File: src/rtl/overwriting_ring_fifo_top_defines.svh
// Assertion macros for the ring FIFO top level.
`ifndef OVERWRITING_RING_FIFO_TOP_DEFINES_SVH
`define OVERWRITING_RING_FIFO_TOP_DEFINES_SVH

// Checked on every rising edge of clk, but not while reset is asserted.
`define ORF_ASSERT(lbl, prop, msg) \
	lbl: assert property (@(posedge clk) disable iff (!arst_n) prop) else $error(msg);

// Checked on every rising edge of clk, reset included.
`define ORF_ASSERT_ALWAYS(lbl, prop, msg) \
	lbl: assert property (@(posedge clk) prop) else $error(msg);

`endif

File: src/rtl/orf_pkg.sv
// Types and constants for the overwriting ring FIFO.
package orf_pkg;

	localparam int ORF_DEPTH   = 16;
	localparam int ORF_ENTRY_W = 32;
	localparam int ORF_PTR_W   = $clog2(ORF_DEPTH);
	localparam int ORF_CNT_W   = $clog2(ORF_DEPTH + 1);

	typedef enum logic [1:0] {
		ORF_CMD_PUSH        = 2'd0,
		ORF_CMD_POP         = 2'd1,
		ORF_CMD_PEEK_OLDEST = 2'd2,
		ORF_CMD_PEEK_NEWEST = 2'd3
	} orf_cmd_t;

	typedef enum logic [1:0] {
		ORF_ST_OK          = 2'd0,
		ORF_ST_OVERWRITTEN = 2'd1,
		ORF_ST_EMPTY       = 2'd2
	} orf_status_t;

	typedef struct packed {
		orf_cmd_t                 cmd;
		logic [ORF_ENTRY_W-1:0]   push_data;
	} orf_req_t;

	typedef struct packed {
		orf_status_t              status;
		logic [ORF_ENTRY_W-1:0]   read_data;
		logic [ORF_CNT_W-1:0]     entry_count;
	} orf_rsp_t;

endpackage

File: src/rtl/overwriting_ring_fifo_top.sv
// Top level of the overwriting ring FIFO: pointers, count and response pipeline.
//
//  Channel | Direction | Handshake           | Payload
//  req     | in        | req_valid/req_stall | orf_req_t  (cmd, push_data)
//  rsp     | out       | rsp_valid/rsp_stall | orf_rsp_t  (status, read_data, entry_count)
//
// One command is taken per cycle unless req is stalled; it passes the first stage,
// where the entry RAM's registered read data arrives, then the response register.
// Pointers and count update as the command is taken, so a push in one cycle is seen
// by a peek or pop in the next. Reset clears oldest and count at once and sets
// newest to the last slot, not the RAM. rsp_stall holds the pipeline, stalls req.
module overwriting_ring_fifo_top (
	input  logic              clk,
	input  logic              arst_n,
	input  logic              req_valid,
	output logic              req_stall,
	input  orf_pkg::orf_req_t req,
	output logic              rsp_valid,
	input  logic              rsp_stall,
	output orf_pkg::orf_rsp_t rsp
);

	import orf_pkg::*;

	`include "overwriting_ring_fifo_top_defines.svh"

	logic [ORF_PTR_W-1:0]   oldest_q;
	logic [ORF_PTR_W-1:0]   newest_q;
	logic [ORF_CNT_W-1:0]   count_q;

	logic                   s1_valid_s1;
	orf_status_t            s1_status_s1;
	logic                   s1_use_rd_s1;
	logic [ORF_CNT_W-1:0]   s1_count_s1;

	logic                   out_valid_q;
	orf_rsp_t               out_q;

	logic                   accept;
	logic                   s1_adv;
	logic                   is_empty;
	logic                   is_full;
	logic [ORF_PTR_W-1:0]   oldest_next;
	logic [ORF_PTR_W-1:0]   newest_next;
	logic                   ram_we;
	logic                   ram_re;
	logic [ORF_PTR_W-1:0]   ram_raddr;
	logic [ORF_ENTRY_W-1:0] ram_rdata;
	orf_status_t            status_d;
	logic                   use_rd_d;
	logic [ORF_CNT_W-1:0]   count_d;
	logic [ORF_PTR_W-1:0]   oldest_d;
	logic [ORF_PTR_W:0]     chk_sum;
	logic [ORF_PTR_W-1:0]   chk_slot;

	function automatic logic [ORF_PTR_W-1:0] next_slot(input logic [ORF_PTR_W-1:0] slot);
		if (slot == ORF_PTR_W'(ORF_DEPTH - 1)) begin
			return '0;
		end
		return slot + 1'b1;
	endfunction

	assign s1_adv    = s1_valid_s1 && (!out_valid_q || !rsp_stall);
	assign req_stall = s1_valid_s1 && !s1_adv;
	assign accept    = req_valid && !req_stall;

	assign is_empty    = (count_q == '0);
	assign is_full     = (count_q == ORF_CNT_W'(ORF_DEPTH));
	assign oldest_next = next_slot(oldest_q);
	assign newest_next = next_slot(newest_q);

	always_comb begin
		status_d  = ORF_ST_OK;
		use_rd_d  = 1'b0;
		count_d   = count_q;
		oldest_d  = oldest_q;
		ram_we    = 1'b0;
		ram_re    = 1'b0;
		ram_raddr = oldest_q;
		unique case (req.cmd) inside
			ORF_CMD_PUSH: begin
				ram_we = accept;
				if (is_full) begin
					status_d = ORF_ST_OVERWRITTEN;
					oldest_d = oldest_next;
				end else begin
					count_d = count_q + 1'b1;
				end
			end
			ORF_CMD_POP, ORF_CMD_PEEK_OLDEST, ORF_CMD_PEEK_NEWEST: begin
				if (is_empty) begin
					status_d = ORF_ST_EMPTY;
				end else begin
					use_rd_d = 1'b1;
					ram_re   = accept;
					if (req.cmd == ORF_CMD_PEEK_NEWEST) begin
						ram_raddr = newest_q;
					end
					if (req.cmd == ORF_CMD_POP) begin
						oldest_d = oldest_next;
						count_d  = count_q - 1'b1;
					end
				end
			end
			default: begin
				status_d = ORF_ST_OK;
			end
		endcase
	end

	orf_ram #(
		.WIDTH (ORF_ENTRY_W),
		.DEPTH (ORF_DEPTH)
	) u_entry_ram (
		.clk   (clk),
		.we    (ram_we),
		.waddr (newest_next),
		.wdata (req.push_data),
		.re    (ram_re),
		.raddr (ram_raddr),
		.rdata (ram_rdata)
	);

	always_ff @(posedge clk or negedge arst_n) begin
		if (!arst_n) begin
			oldest_q <= '0;
			newest_q <= ORF_PTR_W'(ORF_DEPTH - 1);
			count_q  <= '0;
		end else if (accept) begin
			oldest_q <= oldest_d;
			count_q  <= count_d;
			if (req.cmd == ORF_CMD_PUSH) begin
				newest_q <= newest_next;
			end
		end
	end

	always_ff @(posedge clk or negedge arst_n) begin
		if (!arst_n) begin
			s1_valid_s1 <= 1'b0;
			out_valid_q <= 1'b0;
		end else begin
			if (accept) begin
				s1_valid_s1 <= 1'b1;
			end else if (s1_adv) begin
				s1_valid_s1 <= 1'b0;
			end
			if (s1_adv) begin
				out_valid_q <= 1'b1;
			end else if (!rsp_stall) begin
				out_valid_q <= 1'b0;
			end
		end
	end

	always_ff @(posedge clk) begin
		if (accept) begin
			s1_status_s1 <= status_d;
			s1_use_rd_s1 <= use_rd_d;
			s1_count_s1  <= count_d;
		end
		// The RAM read data is only valid while the transaction sits in the first stage.
		if (s1_adv) begin
			out_q.status      <= s1_status_s1;
			out_q.read_data   <= s1_use_rd_s1 ? ram_rdata : '0;
			out_q.entry_count <= s1_count_s1;
		end
	end

	assign rsp_valid = out_valid_q;
	assign rsp       = out_q;

	// The oldest slot plus the count, taken round the ring, lands one past the newest.
	assign chk_sum  = {1'b0, oldest_q} + (ORF_PTR_W + 1)'(count_q);
	assign chk_slot = (chk_sum >= (ORF_PTR_W + 1)'(ORF_DEPTH)) ?
		ORF_PTR_W'(chk_sum - (ORF_PTR_W + 1)'(ORF_DEPTH)) : chk_sum[ORF_PTR_W-1:0];

	`ORF_ASSERT(a_count_range, count_q <= ORF_CNT_W'(ORF_DEPTH), "entry count beyond depth")
	`ORF_ASSERT(a_ring_consistent, chk_slot == newest_next, "pointers disagree with count")
	`ORF_ASSERT(a_no_accept_when_held, (s1_valid_s1 && !s1_adv) |-> !accept,
		"transaction accepted while first stage is held")
	`ORF_ASSERT(a_empty_has_zero, (rsp_valid && rsp.status == ORF_ST_EMPTY) |->
		(rsp.entry_count == '0 && rsp.read_data == '0), "empty response with data or count")
	`ORF_ASSERT_ALWAYS(a_reset_idle, !arst_n |=> (!s1_valid_s1 && !out_valid_q),
		"pipeline valid after reset")

endmodule

File: src/rtl/orf_ram.sv
// Generic single-write, single-read RAM with a registered read port.
module orf_ram #(
	parameter int WIDTH = 32,
	parameter int DEPTH = 16
) (
	input  logic                     clk,
	input  logic                     we,
	input  logic [$clog2(DEPTH)-1:0] waddr,
	input  logic [WIDTH-1:0]         wdata,
	input  logic                     re,
	input  logic [$clog2(DEPTH)-1:0] raddr,
	output logic [WIDTH-1:0]         rdata
);

	logic [WIDTH-1:0] mem [DEPTH];
	logic [WIDTH-1:0] rdata_q;

	always_ff @(posedge clk) begin
		if (we) begin
			mem[waddr] <= wdata;
		end
		// The read data holds its value until the next read.
		if (re) begin
			rdata_q <= mem[raddr];
		end
	end

	assign rdata = rdata_q;

endmodule
File: config.mk
export PLATFORM = sky130hd
export DESIGN_NAME = overwriting_ring_fifo_top
export DESIGN_NICKNAME = d
export VERILOG_FILES = /design/src/rtl/orf_pkg.sv /design/src/rtl/overwriting_ring_fifo_top.sv /design/src/rtl/orf_ram.sv
export VERILOG_INCLUDE_DIRS = /design/src /design/src/rtl
export SDC_FILE = /design/constraint.sdc
export NUM_CORES = 1
export LEC_CHECK = 0
export ABC_AREA = 1
export BUFFER_PORTS_ARGS = -buffer_cell sky130_fd_sc_hd__buf_2
export CAP_MARGIN = 20
export CELL_PAD_IN_SITES_DETAIL_PLACEMENT = 1
export CELL_PAD_IN_SITES_GLOBAL_PLACEMENT = 2
export CORE_MARGIN = 5
export CORE_UTILIZATION = 42
export CTS_CLUSTER_SIZE = 30
export DETAILED_ROUTE_END_ITERATION = 7
export PLACE_DENSITY_LB_ADDON = 0.1
export SLEW_MARGIN = 20
export SYNTH_ARGS = -nofsm -noshare
export SYNTH_HDL_FRONTEND = slang
export SYNTH_SLANG_ARGS = --single-unit
File: constraint.sdc
create_clock -name clk -period 3.2 [get_ports clk]
set_input_delay 0.32 -clock clk [delete_from_list [all_inputs] [get_ports clk]]
set_output_delay 0.32 -clock clk [all_outputs]
set_load 0.05 [all_outputs]
# Word level (Yosys, flattened, before mapping)
# Memories as Yosys holds them, arrays and structs flattened. A register that Yosys moved wholly into a read port is not among the register bits.
# Index checks and enable logic that the tools add are counted.
[word_totals]
reg_bits = 62
latch_bits = 0
mem_bits_rw = 512
romBits = 0
in_bits = 38
output_inout_bits = 41
word_cells = 71
n_memories = 1
[op_classes]
add_sub_neg = 4
mul = 0
div = 0
order_cmp = 0
n_eq_ne = 10
shifts = 0
muxes = 30
bitwise = 0
n_reduce_logical = 15
[mem_list]
columns = ["memory", "depth", "width", "read_ports", "rd_ports_with_merged_regs", "wr", "line", "rtl"]
rows = [
  ["u_entry_ram.mem", 16, 32, 1, 1, 1, "orf_ram.sv:15", "logic [WIDTH-1:0] mem [DEPTH];"],
]
[ops]
columns = ["cell", "n"]
rows = [
  ["$mux 4", 10],
  ["$mux 5", 3],
  ["$mux 1", 13],
  ["$pmux 5 s2", 1],
  ["$add 4x1->4 const B", 2],
  ["$eq 4x4->1 const B", 2],
  ["$pmux 4 s2", 1],
  ["$ne 2x2->1 const B", 3],
  ["$add 5x1->5 const B", 1],
  ["$eq 5x5->1 const B", 1],
  ["$logic_not 5->1", 1],
  ["$reduce_and 5->1", 1],
  ["$sub 5x1->5 const B", 1],
  ["$eq 2x2->1 const B", 2],
  ["$logic_not 1->1", 4],
  ["$pmux 2 s2", 1],
  ["$reduce_bool 2->1", 2],
  ["$logic_and 1x1->1", 3],
  ["$reduce_or 3->1", 1],
  ["$eq 2x1->1 const B", 1],
  ["$logic_not 2->1", 1],
  ["$mux 2", 1],
  ["$ne 2x1->1 const B", 1],
  ["$reduce_and 2->1", 1],
  ["$logic_or 1x1->1", 1],
]

# Longest topological paths before layout
[logic_depth]
ltp_word = 10
depth_mapped = 13

# Cells and area by module
# A second synthesis with hierarchy kept.
[hier_totals]
hier_cells = 2387
hier_area_um2 = 25876.1
[modules_own_cells]
columns = ["mod", "instances", "cells_each", "area_each_um2", "seq_area_each_um2"]
rows = [
  ["orf_ram", 1, 2120, 23050.9, 16335.7],
  ["overwriting_ring_fifo_top", 1, 267, 2825.2, 1791.7],
]

# Worst setup path before layout
# No wires, ideal clock.
[synth_timing]
path_type = "flip-flop to flip-flop"
from = "reg out_valid_q, in the netlist rsp_valid"
to = "mem u_entry_ram.mem[10][0], enable pin"
arrival_ns = 3.018
slack_ns = -0.239
path_stages_with_launch = 8
synth_period_minus_slack_ns = 3.439
cell_sequence = "dfrtp_1 nand2_1 nor2_1 inv_1 nand2_1 nor2_1 nand2_1 nor2_1"
[synth_via]
elab_chain_cells = 10
[synth_rtl]
columns = ["element", "line", "rtl"]
rows = [
  ["start, declared", "overwriting_ring_fifo_top.sv:36", "logic out_valid_q;"],
  ["start signal, assigned", "overwriting_ring_fifo_top.sv:141", "out_valid_q <= 1'b0;"],
  ["start signal, assigned", "overwriting_ring_fifo_top.sv:149", "out_valid_q <= 1'b1;"],
  ["start signal, assigned", "overwriting_ring_fifo_top.sv:151", "out_valid_q <= 1'b0;"],
  ["$logic_not 1->1", "overwriting_ring_fifo_top.sv:63", "assign s1_adv = s1_valid_s1 && (!out_valid_q || !rsp_stall);"],
  ["$logic_or 1x1->1", "overwriting_ring_fifo_top.sv:63", ""],
  ["$logic_and 1x1->1", "overwriting_ring_fifo_top.sv:63", ""],
  ["$logic_not 1->1", "overwriting_ring_fifo_top.sv:64", "assign req_stall = s1_valid_s1 && !s1_adv;"],
  ["$logic_and 1x1->1", "overwriting_ring_fifo_top.sv:64", ""],
  ["via req_stall", "overwriting_ring_fifo_top.sv:16", "output logic req_stall,"],
  ["$logic_not 1->1", "overwriting_ring_fifo_top.sv:65", "assign accept = req_valid && !req_stall;"],
  ["$logic_and 1x1->1", "overwriting_ring_fifo_top.sv:65", ""],
  ["$mux 1", "overwriting_ring_fifo_top.sv:80", "unique case (req.cmd) inside"],
  ["$mux 1", "orf_ram.sv:19", "if (we) begin"],
  ["$mux 1 (not written as such)", "orf_ram.sv:20", "mem[waddr] <= wdata;"],
  ["end, declared", "orf_ram.sv:15", ""],
]
# The timed path passes the listed nets, and every way through them passes these cells.

# Worst setup path in the final report
[layout_timing]
from = "reg count_q[0]"
to = "reg u_entry_ram.rdata_q[20], in the netlist u_entry_ram.rdata[20], read port of u_entry_ram.mem, data pin"
[layout_via]
elab_chain_cells = 3
elab_cells_between_ends = 5
classes_between = "mux: 4; reduce/logical: 1"
[layout_rtl]
columns = ["element", "line", "rtl"]
rows = [
  ["start, declared", "overwriting_ring_fifo_top.sv:29", "logic [ORF_CNT_W-1:0] count_q;"],
  ["start signal, assigned", "overwriting_ring_fifo_top.sv:131", "count_q <= count_d;"],
  ["$logic_not 5->1 (*)", "overwriting_ring_fifo_top.sv:67", "assign is_empty = (count_q == '0);"],
  ["$mux 4 / $mux 1 (equally long branches)", "overwriting_ring_fifo_top.sv:91", "if (is_empty) begin"],
  ["$mux 4 / $mux 1 (equally long branches)", "overwriting_ring_fifo_top.sv:80", ""],
  ["end, declared", "orf_ram.sv:16", "logic [WIDTH-1:0] rdata_q;"],
]
# Every way passes the cells marked *; elsewhere a longest branch is shown, timed or not.
# A chain may end at the register's enable or synchronous reset.

==> impl_metrics.csv <==
group,metric,value,unit
logic_synthesis,netlist_top_cells_area,"sky130_fd_sc_hd__edfxtp_1 69%, sky130_fd_sc_hd__nand3_1 11%, sky130_fd_sc_hd__nand2_1 9.0%",
logic_synthesis,yosys.cell_types.count,29,
logic_synthesis,synth_nets,2379,
setup_path,cp_data_arrival_time,3170,ps
sta,worst_slew_pin_slew,863,ps
floorplanning,io-pin-count,79,
drt,number_of_drc_violations_after_detailed_routing_iteration_0,1142,
sta,clock.fmax,0.355,GHz
drt,avgViaCountPerCell,5.29,
place,portBuffers,78,
sta,final_critical_path_setup_slack,384,ps
drt,drcViolationCount,0,
logic_synthesis,yosys_warnings,0,
global_route,grt_antenna_before_repair,0,
logic_synthesis,synth_ff_type,"sky130_fd_sc_hd__edfxtp_1",
layout,area_of_all_sequential_standard_cells,18100,um2
logic_synthesis,synthesis.area,25700,um2
layout,multi_input_comb_area,5950,um2
logic_synthesis,share_of_yosys_cell_area_claimed_by_the_top_area_cell_type,69.0,%
sta,fin_crit_sh,88.0,%
floorplanning,die_height,258,um
logic_synthesis,synth_enable_flop_cells,591,
run,cap_viol_max_count,0,
clock_tree,cts_tree,"yes",
pwr,comb_power_share,44.3,%
logic_synthesis,synth_top_area_cell,"sky130_fd_sc_hd__edfxtp_1",
place,dp_slack,432,ps
global_route,grt_pass1_vias,18200,
logic_synthesis,post_synth_arst_share,2.48,%
setup_path,reg2reg_setup_slack,380,ps
pwr,net_switching_power,0.0135,W
sta,grt_setup_unrepaired,"no",
layout,postLayoutCoreUtil,49.2,%
place,gp_congestion,0.790,
clock_tree,clock_tree.buffer_depth,3,
setup_path,endpoint_kind,"flip-flop",
clock_tree,insertion_delay,600,ps
place,dp_hpwl,42700,um
place,place_area,27600,um2
sta,setup_viol_count_final,0,
setup_path,data_required_time_at_the_worst_endpoint,3550,ps
clock_tree,cts.repair_timing.setup_buffer_count,0,
sta,worst_relative_slew_slack,42.5,%
pwr,power_density,1070,nW/um2
clock_tree,ctsRootBufferMaster,"sky130_fd_sc_hd__clkbuf_16",
drt,route.antenna.remaining_nets,0,
global_route,grt_pass1_wl,113000,um
pwr,p_leak,12.2,nW
layout,post_route_cells_drive_above_1_share,11.6,%
clock_tree,ctsHoldBuffers,2,
logic_synthesis,postSynthCellCount,2333,
logic_synthesis,postSynthAreaPerCell,11.0,um2
outcome,run_status,"complete, no violations",
global_route,overflow,0,
sta,worst_hold_slack,107,ps
drt,route.vias.total,17300,
layout,filler_cell_count,6436,
global_route,largest_net_degree_at_the_start_of_global_routing,92,
drt,finalWirelength,74200,um
floorplanning,dieArea,66300,um2
global_route,grt.total_usage,22.2,%
pwr,p_seq_share,31.2,%
clock_tree,cts.repair.resized,0,
hold_path,hold_removal_path_class,"in2reg",
logic_synthesis,yosys.cell_count.top_type,"sky130_fd_sc_hd__nand2_1",
layout,postLayoutCellArea,29800,um2
logic_synthesis,synth.cells.most_frequent,"620 x sky130_fd_sc_hd__nand2_1, 591 x sky130_fd_sc_hd__edfxtp_1, 589 x sky130_fd_sc_hd__nand3_1",
floorplanning,coreArea,60600,um2
pwr,netSwitchingFraction,42.3,%
setup_path,critPathLaunchType,"flip-flop",
drt,drt_pass1_iterations,5,
setup_path,criticalPathCategory,"reg2reg",
pwr,internal_power,0.0184,W
clock_tree,num_cts_buffers,69,
sta,timing.clock.skew,22.8,ps
logic_synthesis,postSynthRegisterBits,606,
floorplanning,placement_rows,90,
logic_synthesis,yosysSeqAreaShare,70.4,%
clock_tree,htreeDepth,3,
pwr,pwr-share-clk,24.5,%
layout,num-nets-final,2475,
setup_path,worstReg2RegEnd,"u_entry_ram.rdata[20]$_DFFE_PP_",
setup_path,cp-startpoint,"count_q[0]$_DFFE_PN0N_",
floorplanning,initial_utilization,42.5,%
sta,finalHoldViolations,0,
setup_path,worstPathMaxFanout,44,
drt,detail_route.wl_per_cell,22.8,um
setup_path,critPathCapture,"u_entry_ram.rdata[20]$_DFFE_PP_",
pwr,worst_ir_drop_vdd,0.839,mV
sta,maxSlewViolCount,0,
layout,syn_to_final_growth,15.7,%
clock_tree,clkTransAtPathRegs,60,ps
floorplanning,floorplan.die.width,258,um
sta,timing.setup.tns,0,ps
sta,period_minus_slack,2820,ps
setup_path,regToRegStartpoint,"count_q[0]$_DFFE_PN0N_",
clock_tree,numClockSinks,606,
setup_path,worstRegToRegCells,13,
==> power groups by stage <==
| stage | Sequential [W] | Clock, W | Combinational (W) |
|---|---|---|---|
| after global placement | 0.0101 | 0 | 0.0141 |
| after detailed placement | 0.0101 | 0 | 0.0143 |
| final | 0.00997 | 0.00783 | 0.0141 |
| after floorplan | 0.0104 | 0 | 0.00905 |
| after CTS | 0.00998 | 0.00801 | 0.0144 |
| after global routing | 0.0100 | 0.00833 | 0.0157 |
==> metrics by stage <==
step	instances	total power (W)
floorplan	2333	0.0194
global placement	3138	0.0242
global route	3259	0.0340
detailed placement	3138	0.0244
finish	3260	0.0319
CTS	3259	0.0324
==> sequential cells by signal, summed over array words and instances, names as in the netlist <==
| signal | count |
|---|---|
| count_q | 5 |
| newest_q | 4 |
| oldest_q | 4 |
| rsp | 39 |
| rsp_valid | 1 |
| s1_count_s1 | 5 |
| s1_status_s1 | 2 |
| s1_use_rd_s1 | 1 |
| s1_valid_s1 | 1 |
| u_entry_ram.mem | 512 |
| u_entry_ram.rdata | 32 |
==> logic make-up after synthesis <==
group	synth area share [%]
multiplexers	0.0389
flip-flops	70.4
AND/OR/NAND/NOR	21.1
XOR/XNOR	0.306
adder cells (fa/ha/maj)	0.389
AO/OA/AOI/OAI	0.447
buffers and inverters	7.25
==> layout by cell type, fill, tap and decap left out, types with 3 or more instances in the layout <==
| cell | synthesis | final |
|---|---|---|
| sky130_fd_sc_hd__nand2_1 | 620 | 619 |
| sky130_fd_sc_hd__edfxtp_1 | 591 | 591 |
| sky130_fd_sc_hd__nand3_1 | 589 | 589 |
| sky130_fd_sc_hd__inv_1 | 309 | 308 |
| sky130_fd_sc_hd__buf_2 | 114 | 78 |
| sky130_fd_sc_hd__clkbuf_16 | 0 | 71 |
| sky130_fd_sc_hd__buf_4 | 7 | 54 |
| sky130_fd_sc_hd__buf_12 | 0 | 27 |
| sky130_fd_sc_hd__nor2_4 | 0 | 17 |
| sky130_fd_sc_hd__clkinv_1 | 0 | 17 |
| sky130_fd_sc_hd__o21ai_0 | 15 | 15 |
| sky130_fd_sc_hd__dfrtp_1 | 11 | 11 |
| sky130_fd_sc_hd__clkbuf_1 | 12 | 9 |
| sky130_fd_sc_hd__xor2_1 | 8 | 8 |
| sky130_fd_sc_hd__ha_1 | 8 | 8 |
| sky130_fd_sc_hd__bufinv_16 | 0 | 8 |
| sky130_fd_sc_hd__nor2_1 | 24 | 7 |
| sky130_fd_sc_hd__clkinv_2 | 0 | 7 |
| sky130_fd_sc_hd__clkinvlp_4 | 0 | 4 |
| sky130_fd_sc_hd__dfstp_2 | 4 | 4 |
| sky130_fd_sc_hd__inv_2 | 3 | 3 |
==> critical path, stage by stage, from the launching register on <==
cell	delay [ps]
sky130_fd_sc_hd__dfrtp_1	420
sky130_fd_sc_hd__inv_1	110
sky130_fd_sc_hd__ha_1	340
sky130_fd_sc_hd__nand3_4	180
sky130_fd_sc_hd__nand2_8	250
sky130_fd_sc_hd__nand2_8	210
sky130_fd_sc_hd__buf_12	260
sky130_fd_sc_hd__buf_4	190
sky130_fd_sc_hd__nand2_1	70
sky130_fd_sc_hd__nand2_1	50
sky130_fd_sc_hd__nand2_1	60
sky130_fd_sc_hd__nand3_1	110
sky130_fd_sc_hd__nand3_1	190
sky130_fd_sc_hd__nand2_1	70
==> final cells by class <==
cell class              count  share of cell area [%]
flip-flops and latches    606                    60.9
diodes                      1                 0.00840
multi-input cells        1279                    20.0
inverters                 312                    3.94
well taps                 782                    3.28
clock buffers              80                    6.08
repair buffers            161                    4.55
clock inverters            39                    1.33
==> how the worst min path moves through the flow <==
stage / startpoint / to / cells past startpoint
after CTS: req_valid / s1_valid_s1$_DFFE_PN0P_ / 3
after global placement: arst_n / s1_valid_s1$_DFFE_PN0P_ / 1
after global routing: req[19] / u_entry_ram.mem[12][19]$_DFFE_PP_ / 1
after detailed placement: arst_n / s1_valid_s1$_DFFE_PN0P_ / 1
final: req_valid / s1_valid_s1$_DFFE_PN0P_ / 3
after floorplan: arst_n / count_q[0]$_DFFE_PN0N_ / 0
==> layer usage <==
metal / track usage [%] / vias to the layer above / share of wire, %
met2: 37.3 / 376 / 48
met3: 3.14 / 103 / 4.2
met5: 0 / - / 0
li1: - / 8046 / -
met4: 5.18 / 0 / 2.2
met1: 31.0 / 8727 / 45
Power figures use the tool's default switching activity.
